**config.mk**
```make
export PLATFORM = sky130hd
export DESIGN_NAME = ir_pulse_train_bit_packer_top
export DESIGN_NICKNAME = d
export VERILOG_FILES = /design/src/design/irpk_pkg.sv /design/src/design/irpk_front.sv /design/src/design/irpk_queue.sv /design/src/design/irpk_back.sv /design/src/design/ir_pulse_train_bit_packer_top.sv
export SDC_FILE = /design/constraint.sdc
export NUM_CORES = 1
export LEC_CHECK = 0
export ABC_AREA = 1
export BUFFER_PORTS_ARGS = -buffer_cell sky130_fd_sc_hd__buf_2
export CAP_MARGIN = 20
export CORE_AREA = 2 2 158 160
export CTS_CLUSTER_SIZE = 12
export DETAILED_ROUTE_END_ITERATION = 16
export DIE_AREA = 0 0 160 162
export HOLD_SLACK_MARGIN = 0.15
export PLACE_DENSITY_LB_ADDON = 0.2
export SLEW_MARGIN = 20
export SYNTH_ARGS = -nofsm -noshare
export SYNTH_HDL_FRONTEND = slang
export SYNTH_SLANG_ARGS = --single-unit
```
**constraint.sdc**
```tcl
create_clock -name clk -period 4.6 [get_ports clk]
set_input_delay 1.38 -clock clk [delete_from_list [all_inputs] [get_ports clk]]
set_output_delay 1.38 -clock clk [all_outputs]
set_load 0.02 [all_outputs]
```
**src/design/irpk_pkg.sv**
```systemverilog
// ----------------------------------------------------------------------------
// irpk_pkg
// Shared constants, register indexes and the front-to-back command type.
// ----------------------------------------------------------------------------
package irpk_pkg;

	localparam int WORD_BITS  = 16;
	localparam int MAX_RUN    = 15;
	localparam int MAX_PERIOD = 64;

	localparam int RUN_W  = 4;
	localparam int PER_W  = 7;
	localparam int BV_W   = 5;
	localparam int POS_W  = $clog2(WORD_BITS);
	localparam int TAKE_W = $clog2(WORD_BITS + 1);
	localparam int CNT_W  = $clog2(MAX_RUN * MAX_PERIOD + 1);

	localparam int CFG_IDX_W = 1;
	localparam logic [CFG_IDX_W-1:0] REG_CARRIER_PERIOD = 1'd0;
	localparam logic [CFG_IDX_W-1:0] REG_MODULATED      = 1'd1;

	localparam int QDEPTH = 2;

	typedef struct packed {
		logic             level;
		logic [CNT_W-1:0] len_a;
		logic [PER_W-1:0] len_b;
		logic [CNT_W-1:0] total;
		logic             flush;
	} cmd_t;

endpackage

```
**src/design/irpk_front.sv**
```systemverilog
// ----------------------------------------------------------------------------
// irpk_front
// Configuration registers; accepts run items and turns them into commands.
// ----------------------------------------------------------------------------
module irpk_front import irpk_pkg::*; (
	input  logic                 clk,
	input  logic                 arst_n,
	input  logic                 cfg_valid,
	output logic                 cfg_ready,
	input  logic [CFG_IDX_W-1:0] cfg_index,
	input  logic [PER_W-1:0]     cfg_data,
	input  logic                 in_valid,
	output logic                 in_ready,
	input  logic                 in_pulse,
	input  logic [RUN_W-1:0]     in_run,
	input  logic                 in_flush,
	output logic                 push,
	output cmd_t                 push_cmd,
	input  logic                 q_full
);

	logic [PER_W-1:0] period_q;
	logic             modulated_q;
	logic [PER_W-1:0] period;
	logic [RUN_W-1:0] run;
	logic [CNT_W-1:0] total;
	logic [PER_W-1:0] low_half;
	logic [PER_W-1:0] high_half;

	assign cfg_ready = 1'b1;

	always_ff @(posedge clk or negedge arst_n) begin
		if (!arst_n) begin
			period_q    <= PER_W'(16);
			modulated_q <= 1'b0;
		end else if (cfg_valid) begin
			unique case (cfg_index)
				REG_CARRIER_PERIOD: period_q    <= cfg_data;
				REG_MODULATED:      modulated_q <= cfg_data[0];
			endcase
		end
	end

	always_comb begin
		if (period_q == '0)
			period = PER_W'(1);
		else if (period_q > PER_W'(MAX_PERIOD))
			period = PER_W'(MAX_PERIOD);
		else
			period = period_q;
		run       = (in_run > RUN_W'(MAX_RUN)) ? RUN_W'(MAX_RUN) : in_run;
		total     = CNT_W'(CNT_W'(run) * CNT_W'(period));
		low_half  = period >> 1;
		high_half = period - low_half;
	end

	assign in_ready = !q_full;
	assign push     = in_valid && !q_full;

	always_comb begin
		push_cmd.level = in_pulse;
		push_cmd.total = total;
		push_cmd.flush = in_flush;
		if (in_pulse && modulated_q) begin
			push_cmd.len_a = CNT_W'(high_half);
			push_cmd.len_b = low_half;
		end else begin
			push_cmd.len_a = total;
			push_cmd.len_b = '0;
		end
	end

endmodule

```
**src/design/irpk_queue.sv**
```systemverilog
// ----------------------------------------------------------------------------
// irpk_queue
// Short command FIFO between the front and the back.
// ----------------------------------------------------------------------------
module irpk_queue import irpk_pkg::*; (
	input  logic clk,
	input  logic arst_n,
	input  logic push,
	input  cmd_t push_cmd,
	input  logic pop,
	output cmd_t head,
	output logic empty,
	output logic full
);

	localparam int PTR_W = (QDEPTH > 1) ? $clog2(QDEPTH) : 1;
	localparam int CT_W  = $clog2(QDEPTH + 1);

	cmd_t             mem_q [QDEPTH];
	logic [PTR_W-1:0] wr_ptr_q;
	logic [PTR_W-1:0] rd_ptr_q;
	logic [CT_W-1:0]  count_q;

	assign empty = (count_q == '0);
	assign full  = (count_q == CT_W'(QDEPTH));
	assign head  = mem_q[rd_ptr_q];

	always_ff @(posedge clk) begin
		if (push)
			mem_q[wr_ptr_q] <= push_cmd;
	end

	always_ff @(posedge clk or negedge arst_n) begin
		if (!arst_n) begin
			wr_ptr_q <= '0;
			rd_ptr_q <= '0;
			count_q  <= '0;
		end else begin
			if (push)
				wr_ptr_q <= (wr_ptr_q == PTR_W'(QDEPTH - 1)) ? '0 : wr_ptr_q + 1'b1;
			if (pop)
				rd_ptr_q <= (rd_ptr_q == PTR_W'(QDEPTH - 1)) ? '0 : rd_ptr_q + 1'b1;
			if (push && !pop)
				count_q <= count_q + 1'b1;
			else if (pop && !push)
				count_q <= count_q - 1'b1;
		end
	end

endmodule

```
**src/design/irpk_back.sv**
```systemverilog
// ----------------------------------------------------------------------------
// irpk_back
// Bit sequencer: packs phase chunks into words and holds the output register.
// ----------------------------------------------------------------------------
module irpk_back import irpk_pkg::*; (
	input  logic                 clk,
	input  logic                 arst_n,
	input  logic                 q_empty,
	input  cmd_t                 head,
	output logic                 pop,
	output logic                 out_valid,
	input  logic                 out_ready,
	output logic [WORD_BITS-1:0] out_word,
	output logic [BV_W-1:0]      out_bits,
	output logic                 out_last
);

	localparam logic [1:0] ST_IDLE  = 2'd0;
	localparam logic [1:0] ST_RUN_A = 2'd1;
	localparam logic [1:0] ST_RUN_B = 2'd2;
	localparam logic [1:0] ST_FLUSH = 2'd3;

	logic [1:0]           state_q;
	cmd_t                 cmd_q;
	logic [CNT_W-1:0]     cnt_q;
	logic [CNT_W-1:0]     rem_q;
	logic [WORD_BITS-1:0] partial_q;
	logic [POS_W-1:0]     pos_q;

	logic                 out_valid_q;
	logic [WORD_BITS-1:0] out_word_q;
	logic [BV_W-1:0]      out_bits_q;
	logic                 out_last_q;

	logic                 slot_free;
	logic                 running;
	logic                 level;
	logic [TAKE_W-1:0]    space;
	logic [TAKE_W-1:0]    take;
	logic [TAKE_W-1:0]    new_pos;
	logic                 word_full;
	logic [WORD_BITS:0]   ones_w;
	logic [WORD_BITS-1:0] fill_mask;
	logic [WORD_BITS-1:0] new_word;
	logic [CNT_W-1:0]     rem_next;
	logic [CNT_W-1:0]     cnt_next;
	logic                 emit;

	assign slot_free = !out_valid_q || out_ready;
	assign running   = (state_q == ST_RUN_A) || (state_q == ST_RUN_B);
	assign pop       = (state_q == ST_IDLE) && !q_empty;
	assign level     = (state_q == ST_RUN_A) ? cmd_q.level : 1'b0;

	always_comb begin
		space     = TAKE_W'(WORD_BITS) - TAKE_W'(pos_q);
		take      = (cnt_q < CNT_W'(space)) ? TAKE_W'(cnt_q) : space;
		new_pos   = TAKE_W'(pos_q) + take;
		word_full = (new_pos == TAKE_W'(WORD_BITS));
		ones_w    = ({{WORD_BITS{1'b0}}, 1'b1} << take) - {{WORD_BITS{1'b0}}, 1'b1};
		fill_mask = ones_w[WORD_BITS-1:0] << pos_q;
		new_word  = level ? (partial_q | fill_mask) : partial_q;
		rem_next  = rem_q - CNT_W'(take);
		cnt_next  = cnt_q - CNT_W'(take);
		emit      = slot_free && ((running && word_full) || (state_q == ST_FLUSH));
	end

	always_ff @(posedge clk) begin
		if (pop)
			cmd_q <= head;
	end

	always_ff @(posedge clk or negedge arst_n) begin
		if (!arst_n) begin
			state_q     <= ST_IDLE;
			cnt_q       <= '0;
			rem_q       <= '0;
			partial_q   <= '0;
			pos_q       <= '0;
			out_valid_q <= 1'b0;
			out_word_q  <= '0;
			out_bits_q  <= '0;
			out_last_q  <= 1'b0;
		end else begin
			if (emit)
				out_valid_q <= 1'b1;
			else if (out_ready)
				out_valid_q <= 1'b0;
			unique case (state_q)
				ST_IDLE: begin
					if (!q_empty) begin
						cnt_q <= head.len_a;
						rem_q <= head.total;
						if (head.total != '0)
							state_q <= ST_RUN_A;
						else if (head.flush && pos_q != '0)
							state_q <= ST_FLUSH;
					end
				end
				ST_RUN_A, ST_RUN_B: begin
					if (slot_free) begin
						rem_q <= rem_next;
						if (word_full) begin
							out_word_q  <= new_word;
							out_bits_q  <= BV_W'(WORD_BITS);
							out_last_q  <= (rem_next < CNT_W'(WORD_BITS)) &&
							               !(cmd_q.flush && rem_next != '0);
							partial_q   <= '0;
							pos_q       <= '0;
						end else begin
							partial_q <= new_word;
							pos_q     <= new_pos[POS_W-1:0];
						end
						if (rem_next == '0) begin
							state_q <= (cmd_q.flush && !word_full) ? ST_FLUSH : ST_IDLE;
						end else if (cnt_next != '0) begin
							cnt_q <= cnt_next;
						end else if (state_q == ST_RUN_A && cmd_q.len_b != '0) begin
							state_q <= ST_RUN_B;
							cnt_q   <= CNT_W'(cmd_q.len_b);
						end else begin
							state_q <= ST_RUN_A;
							cnt_q   <= cmd_q.len_a;
						end
					end
				end
				ST_FLUSH: begin
					if (slot_free) begin
						out_word_q  <= partial_q;
						out_bits_q  <= BV_W'(pos_q);
						out_last_q  <= 1'b1;
						partial_q   <= '0;
						pos_q       <= '0;
						state_q     <= ST_IDLE;
					end
				end
				default: state_q <= ST_IDLE;
			endcase
		end
	end

	assign out_valid = out_valid_q;
	assign out_word  = out_word_q;
	assign out_bits  = out_bits_q;
	assign out_last  = out_last_q;

	// short words only come from a flush, which always ends the transaction set
	a_partial_is_last: assert property (@(posedge clk) disable iff (!arst_n)
		out_valid_q && out_bits_q != BV_W'(WORD_BITS) |-> out_last_q)
		else $error("partial word without last");

	a_flush_nonempty: assert property (@(posedge clk) disable iff (!arst_n)
		state_q == ST_FLUSH |-> pos_q != '0)
		else $error("flush state with empty packer");

	a_run_counts: assert property (@(posedge clk) disable iff (!arst_n)
		running |-> rem_q != '0 && cnt_q != '0 && cnt_q <= rem_q)
		else $error("run counters inconsistent");

	a_upper_bits_clear: assert property (@(posedge clk) disable iff (!arst_n)
		(partial_q >> pos_q) == '0)
		else $error("bits set above fill position");

	a_word_held: assert property (@(posedge clk) disable iff (!arst_n)
		running && !slot_free |=> $stable(rem_q) && $stable(pos_q))
		else $error("sequencer advanced while output blocked");

endmodule

```
**src/design/ir_pulse_train_bit_packer_top.sv**
```systemverilog
// ----------------------------------------------------------------------------
// ir_pulse_train_bit_packer_top
// Infrared run codes expanded into a packed LSB-first stream of 16-bit words.
// ----------------------------------------------------------------------------
// Each input transaction is a pause or pulse run of carrier periods; the bits
// are packed earliest-first into 16-bit words, each word sent as it fills, and
// a flush sends the zero-padded partial word. The front takes one transaction
// per cycle, while the queue is not full, into a two-entry command queue; the
// back sequencer loads a command while idle, then packs it chunk by chunk, a
// chunk ending at a word boundary or at a carrier phase boundary, and sends a
// flushed partial word from its flush state. Output stalls hold the sequencer;
// configuration must be written only while idle, which the block itself leaves
// unchecked.
// ----------------------------------------------------------------------------
module ir_pulse_train_bit_packer_top import irpk_pkg::*; (
	input  logic                 clk,
	input  logic                 arst_n,
	input  logic                 cfg_valid,
	output logic                 cfg_ready,
	input  logic [CFG_IDX_W-1:0] cfg_index,
	input  logic [PER_W-1:0]     cfg_data,
	input  logic                 s_tvalid,
	output logic                 s_tready,
	input  logic [7:0]           s_tdata,   // [3:0] run_periods, [7:4] zero
	input  logic                 s_tuser,   // [0] is_pulse
	input  logic                 s_tlast,   // flush
	output logic                 m_tvalid,
	input  logic                 m_tready,
	output logic [23:0]          m_tdata,   // [15:0] word, [20:16] bits_valid, [23:21] zero
	output logic                 m_tlast    // last
);

	logic                 push;
	cmd_t                 push_cmd;
	logic                 pop;
	cmd_t                 head;
	logic                 q_empty;
	logic                 q_full;
	logic [WORD_BITS-1:0] out_word;
	logic [BV_W-1:0]      out_bits;

	irpk_front u_front (
		.clk       (clk),
		.arst_n    (arst_n),
		.cfg_valid (cfg_valid),
		.cfg_ready (cfg_ready),
		.cfg_index (cfg_index),
		.cfg_data  (cfg_data),
		.in_valid  (s_tvalid),
		.in_ready  (s_tready),
		.in_pulse  (s_tuser),
		.in_run    (s_tdata[RUN_W-1:0]),
		.in_flush  (s_tlast),
		.push      (push),
		.push_cmd  (push_cmd),
		.q_full    (q_full)
	);

	irpk_queue u_queue (
		.clk      (clk),
		.arst_n   (arst_n),
		.push     (push),
		.push_cmd (push_cmd),
		.pop      (pop),
		.head     (head),
		.empty    (q_empty),
		.full     (q_full)
	);

	irpk_back u_back (
		.clk       (clk),
		.arst_n    (arst_n),
		.q_empty   (q_empty),
		.head      (head),
		.pop       (pop),
		.out_valid (m_tvalid),
		.out_ready (m_tready),
		.out_word  (out_word),
		.out_bits  (out_bits),
		.out_last  (m_tlast)
	);

	assign m_tdata = {3'b000, out_bits, out_word};

endmodule

```
==> out/metrics.yaml, run 1 <==
hold_end: "u_back.out_word[11]"
core.rowCount: 57
async_reset_ff_share_pct: 50.99
clk_latency_ns: 0.43
hpwl_mm: 17.08
status: "completed"
worstSetupEndpointType: "register"
syn-cell-area_sq_um: 9509
grt.overflow.total: 0
min_period_over_period_pct: 94.73
drc: 0
cts.clk_slew.worst_paths_ns: 0.08
slew_headroom_pct: 43.25
ys_seq_area_share_pct: 43.64
grt_max_degree: 78
grt_setup_unrepaired: "yes"
initialDrtViolationCount: 548
final_util_pct: 45.41
min_path_cells: 2
hold_class: "register to register"
crit_type: "register to register"
grt.total_usage_pct: 18.65
cts_root_buffer: "clkbuf_16"
dp.cells: 1516
setup_tns_ns: 0
cts_tree: "built"
gp_congestion: 0.8431
initial_core_util_pct: 39.45
skew_ns: 0.01456
grt_first_pass_wirelength_mm: 38.53
first_pass_iters: 5
drive_gt1_share_pct: 15.38
r2r_slack_ns: 0.24
synth_ff_type: "dfrtp_1"
synth_cell_type_count: 58
rr_worst_depth: 29
ant_nets: 0
synth_edf_count: 74
synthCells: 1149
io_pins: 51
timing.fmax_mhz: 229.5
drt-total-wl_mm: 23.32
cp_data_arrival_time_ns: 4.69
yosysWarnings: 0
holdWs_ns: 0.4791
max_stage_delay_ns: 0.36
area_growth_pct: 15.11
core_region_area_sq_um: 24110
crit_slowest_cell: "fa_2"
drv_cap: 0
antenna_found_initial: 0
cp.required_ns: 4.94
avgSynthCellArea_sq_um: 8.276
port_buffers: 42
vias: 7691
cts.path.max_buffers: 2
min_period_ns: 4.357
drv_slew: 0
die_x_um: 160
r2r_start: "u_back.pos_q[1]"
cts.sinks: 151
diodes: 0
critPathMaxFanout: 7
hp-start: "u_back.out_word[11]"
cp-start-kind: "register"
fp.dieH_um: 162
max_slew.worst_pin.slew_ns: 0.8512
dieArea_sq_um: 25920
crit_top_cell: "nand2_1"
htree_levels: 4
layout.nets: 1295
routedWlPerCell_um: 15.01
hold_viol_final: 0
r2r_end: "u_back.cnt_q[6]"
final_cell_mix: "280 x nand2_1, 135 x inv_1, 85 x nor2_1, 85 x nand3_1, 76 x dfrtp_1"
setup_viol: 0
final_common_cell: "nand2_1"
avgViaCountPerCell: 4.952
grt_pass1_vias: 7492
synth-seq-cells: 151
stdcell_count: 1553
cts_made_buffers: 17
-- metal layers --
layer | track usage (%) | wire, um | share of wire [%] | vias to the layer above
met5 | 0 | 0 | 0 | -
met4 | 4.832 | 370 | 1.6 | 0
met3 | 2.937 | 595 | 2.6 | 30
met2 | 32.25 | 11450 | 49 | 109
met1 | 24.57 | 10900 | 47 | 3610
li1 | - | - | - | 3942
-- Yosys cell counts (4+ instances only) --
master	n	area, sq um
a21oi_1	76	380.4
a21oi_2	4	35.03
a31oi_1	7	43.79
buf_1	7	26.28
buf_4	7	52.55
clkbuf_1	19	71.32
clkinv_1	5	18.77
dfrtp_1	76	1902
edfxtp_1	74	2222
fa_1	14	280.3
ha_1	42	525.5
inv_1	136	510.5
inv_2	5	18.77
mux2i_1	11	110.1
nand2_1	282	1059
nand2_2	10	62.56
nand3_1	85	425.4
nand3_2	5	50.05
nand4_1	11	68.82
nor2_1	88	330.3
nor2_2	6	37.54
nor2_4	5	56.30
nor3_1	5	25.02
o211ai_1	14	105.1
o21a_1	4	30.03
o21ai_0	51	255.2
o21ai_1	9	45.04
o21bai_1	4	30.03
o22ai_1	5	31.28
o31ai_1	5	37.54
or2_2	5	31.28
xnor2_1	5	43.79
xor2_1	25	219.0
-- how the worst max path moves through the flow --
stage | from | to | slack [ns] | cells past startpoint
floorplan | u_back.pos_q[0] | u_back.cnt_q[1] | 0.008 | 31
global placement | s_tdata[3] | u_queue.mem_q[0][27] | -0.004 | 16
detailed placement | s_tdata[3] | u_queue.mem_q[0][27] | -0.03 | 16
CTS | u_back.pos_q[1] | u_back.cnt_q[6] | 0.09 | 28
global route | u_back.pos_q[1] | u_back.state_q[0] | -0.08 | 30
finish | u_back.pos_q[1] | u_back.cnt_q[6] | 0.24 | 29
-- through the flow --
stage	setup slack, ns	area [sq um]
final	0.2426	10950
after global routing	-0.08278	10950
after CTS	0.08870	10820
after detailed placement	-0.02628	10230
after global placement	-0.004282	10230
after floorplan	0.007788	9525
-- logic make-up (layout without fill, tap and decap cells) --
logic type      after synthesis  count (layout)  synth area share (%)
simple gates                516             516                 23.80
compound gates              195             195                 11.84
buf+inv                     187             265                 8.119
flops                       151             151                 43.64
fa+ha+maj                    56              56                 8.474
xor+xnor                     30              30                 2.763
mux                          12              12                 1.276
other cells                   2               4               0.07898
-- flip-flops by register name, indices dropped and copies added, names as in the netlist --
| register | count |
|---|---|
| u_back.out_word | 16 |
| u_back.cnt_q | 10 |
| u_back.rem_q | 10 |
| u_back.out_last | 1 |
| u_back.out_bits | 5 |
| u_back.partial_q | 16 |
| u_back.out_valid | 1 |
| u_queue.wr_ptr_q | 1 |
| u_back.pos_q | 4 |
| u_back.cmd_q | 18 |
| u_queue.count_q | 2 |
| u_front.period_q | 7 |
| u_queue.mem_q | 56 |
| u_back.state_q | 2 |
| u_front.modulated_q | 1 |
| u_queue.rd_ptr_q | 1 |
-- worst max-delay path, delay by kind of cell, from the launching register on --
kind	cells	cell delay, ns
compound gates	5	0.72
fa+ha+maj	4	1.12
buf+inv	5	0.43
xor+xnor	1	0.14
flops	1	0.35
simple gates	14	1.51
-- cell type report --
type / instances / area, sq um
clock buffers: 17 / 425.4
clock inverters: 15 / 161.4
fillers: 2404 / 13160
inverters: 149 / 580.6
multi-input cells: 813 / 4691
flip-flops and latches: 151 / 4150
well taps: 324 / 405.4
repair buffers: 84 / 531.8
-- timing repair --
item                                    in CTS  in global routing
buffers inserted                             0                  5
endpoints found under the setup margin       0                 13
resized for setup                            0                 21
hold buffers                                 0                  0
endpoints found under the hold margin        0                  0
Power of run 1 is not shown: default switching activity piles up to over one toggle a cycle in this logic, so the estimate is an artifact.
==> run 2, diff against run 1 <==
--- a/config.mk
+++ b/config.mk
@@ -14,5 +14,5 @@
 export DIE_AREA = 0 0 160 162
 export HOLD_SLACK_MARGIN = 0.15
-export PLACE_DENSITY_LB_ADDON = 0.2
+export PLACE_DENSITY_LB_ADDON = 0.1
 export SLEW_MARGIN = 20
 export SYNTH_ARGS = -nofsm -noshare
==> constraint.sdc (replaced) <==
create_clock -name clk -period 4.6 [get_ports clk]
set_input_delay 1.38 -clock clk [delete_from_list [all_inputs] [get_ports clk]]
set_output_delay 1.38 -clock clk [all_outputs]
set_load 0.05 [all_outputs]
==> out/metrics.yaml, run 2 (same netlist as run 1, synthesis figures left out) <==
cts.sinks: 151
final_cell_mix: "280 x nand2_1, 134 x inv_1, 84 x nor2_1, 84 x nand3_1, 76 x dfrtp_1"
cts_root_buffer: "clkbuf_16"
hold_end: "u_back.out_word[8]"
fp.dieH_um: 162
crit_buf_inv: 6
cp.required_ns: 4.94
timing.fmax_mhz: 234.4
worstSetupEndpointType: "register"
ant_nets: 0
multi_input_area_sq_um: 4731
setup_tns_ns: 0
skew_ns: 0.02056
area_growth_pct: 16.11
gp_congestion: 0.8392
fillerInstances: 2461
drt-total-wl_mm: 24.26
setup_viol: 0
grt_max_degree: 40
initialDrtViolationCount: 421
crit_type: "register to register"
cts_made_buffers: 17
cts.clk_slew.worst_paths_ns: 0.07
grt_first_pass_wirelength_mm: 39.46
max_stage_delay_ns: 0.55
min_path_cells: 2
first_pass_iters: 5
reg_top3: "u_queue.mem_q: 56 flops, u_back.cmd_q: 18 flops"
cpLargestDelayFamily: "simple AND/OR/NAND/NOR gates"
largest_reg_flops: 56
seqCellArea_sq_um: 4150
r2r_slack_ns: 0.33
diodes: 0
crit_top_cell: "nand2_1"
grt.total_usage_pct: 19.22
hpwl_mm: 18.09
min_period_over_period_pct: 92.75
routedWlPerCell_um: 15.60
clk_latency_ns: 0.43
layout.nets: 1297
crit_slowest_cell: "or4_4"
r2r_end: "u_back.cnt_q[3]"
cp-start-kind: "register"
grt_pass1_vias: 7549
initial_core_util_pct: 39.45
regMostFlops: "u_queue.mem_q"
status: "completed"
drv_slew: 0
cp_data_arrival_time_ns: 4.60
rr_worst_depth: 25
dieArea_sq_um: 25920
cts_tree: "built"
crit_start: "u_back.pos_q[0]"
vias: 7625
critPathMaxFanout: 8
cts.path.max_buffers: 2
final_util_pct: 45.80
hold_class: "register to register"
grt.overflow.total: 0
htree_levels: 4
drive_gt1_share_pct: 15.68
timing.critical_path.depth: 25
drv_cap: 0
antenna_found_initial: 0
hold_viol_final: 0
core_region_area_sq_um: 24110
final_common_cell: "nand2_1"
core.rowCount: 57
drc: 0
port_buffers: 42
die_x_um: 160
avgViaCountPerCell: 4.904
holdWs_ns: 0.4789
slew_headroom_pct: 50.07
r2r_start: "u_back.pos_q[0]"
min_period_ns: 4.267
io_pins: 51
max_slew.worst_pin.slew_ns: 0.7481
hp-start: "u_back.out_word[8]"
run 2: worst max path at each step:
| stage | endpoint | slack, ns |
|---|---|---|
| floorplan | u_back.cnt_q[1] | 0.008 |
| global placement | u_queue.mem_q[0][26] | 0.01 |
| detailed placement | u_queue.mem_q[0][26] | -0.001 |
| CTS | u_back.cnt_q[9] | 0.05 |
| global route | u_back.cnt_q[3] | -0.03 |
| finish | u_back.cnt_q[3] | 0.33 |
run 2: what timing repair did:
action,in CTS,in global routing
hold endpoints to repair,0,0
setup buffers,0,9
hold buffers,0,0
endpoints found under the setup margin,0,38
gates resized for setup,0,28
run 2: worst min-delay path: stages, from the launching register on:
cell and delay (ns):
dfrtp_1 0.34, nand2_1 0.05, nand2_1 0.06
run 2: area by class of cell:
| class | count | area share (%) |
|---|---|---|
| inverters | 149 | 5.236 |
| clock buffers | 17 | 3.853 |
| clock inverters | 15 | 1.870 |
| well taps | 324 | 3.672 |
| flip-flops and latches | 151 | 37.59 |
| multi-input cells | 813 | 42.85 |
| repair buffers | 86 | 4.930 |
run 2: metal layers:
metal / track usage (%) / up-vias / wire length (um)
met5: 0 / - / 0
met2: 34.16 / 120 / 12100
met3: 2.528 / 29 / 691
met4: 5.815 / 0 / 527
met1: 24.50 / 3537 / 10940
li1: - / 3939 / -
run 2: stage by stage:
stage          cells  setup slack (ns)  area [sq um]
2_1_floorplan   1151          0.007788          9525
3_3_place_gp    1514           0.01411         10220
3_5_place_dp    1514         -0.001412         10220
4_1_cts         1546           0.05317         10850
5_1_grt         1555          -0.03143         11040
6_report        1555            0.3335         11040
Power of run 2 is left out for the same reason.
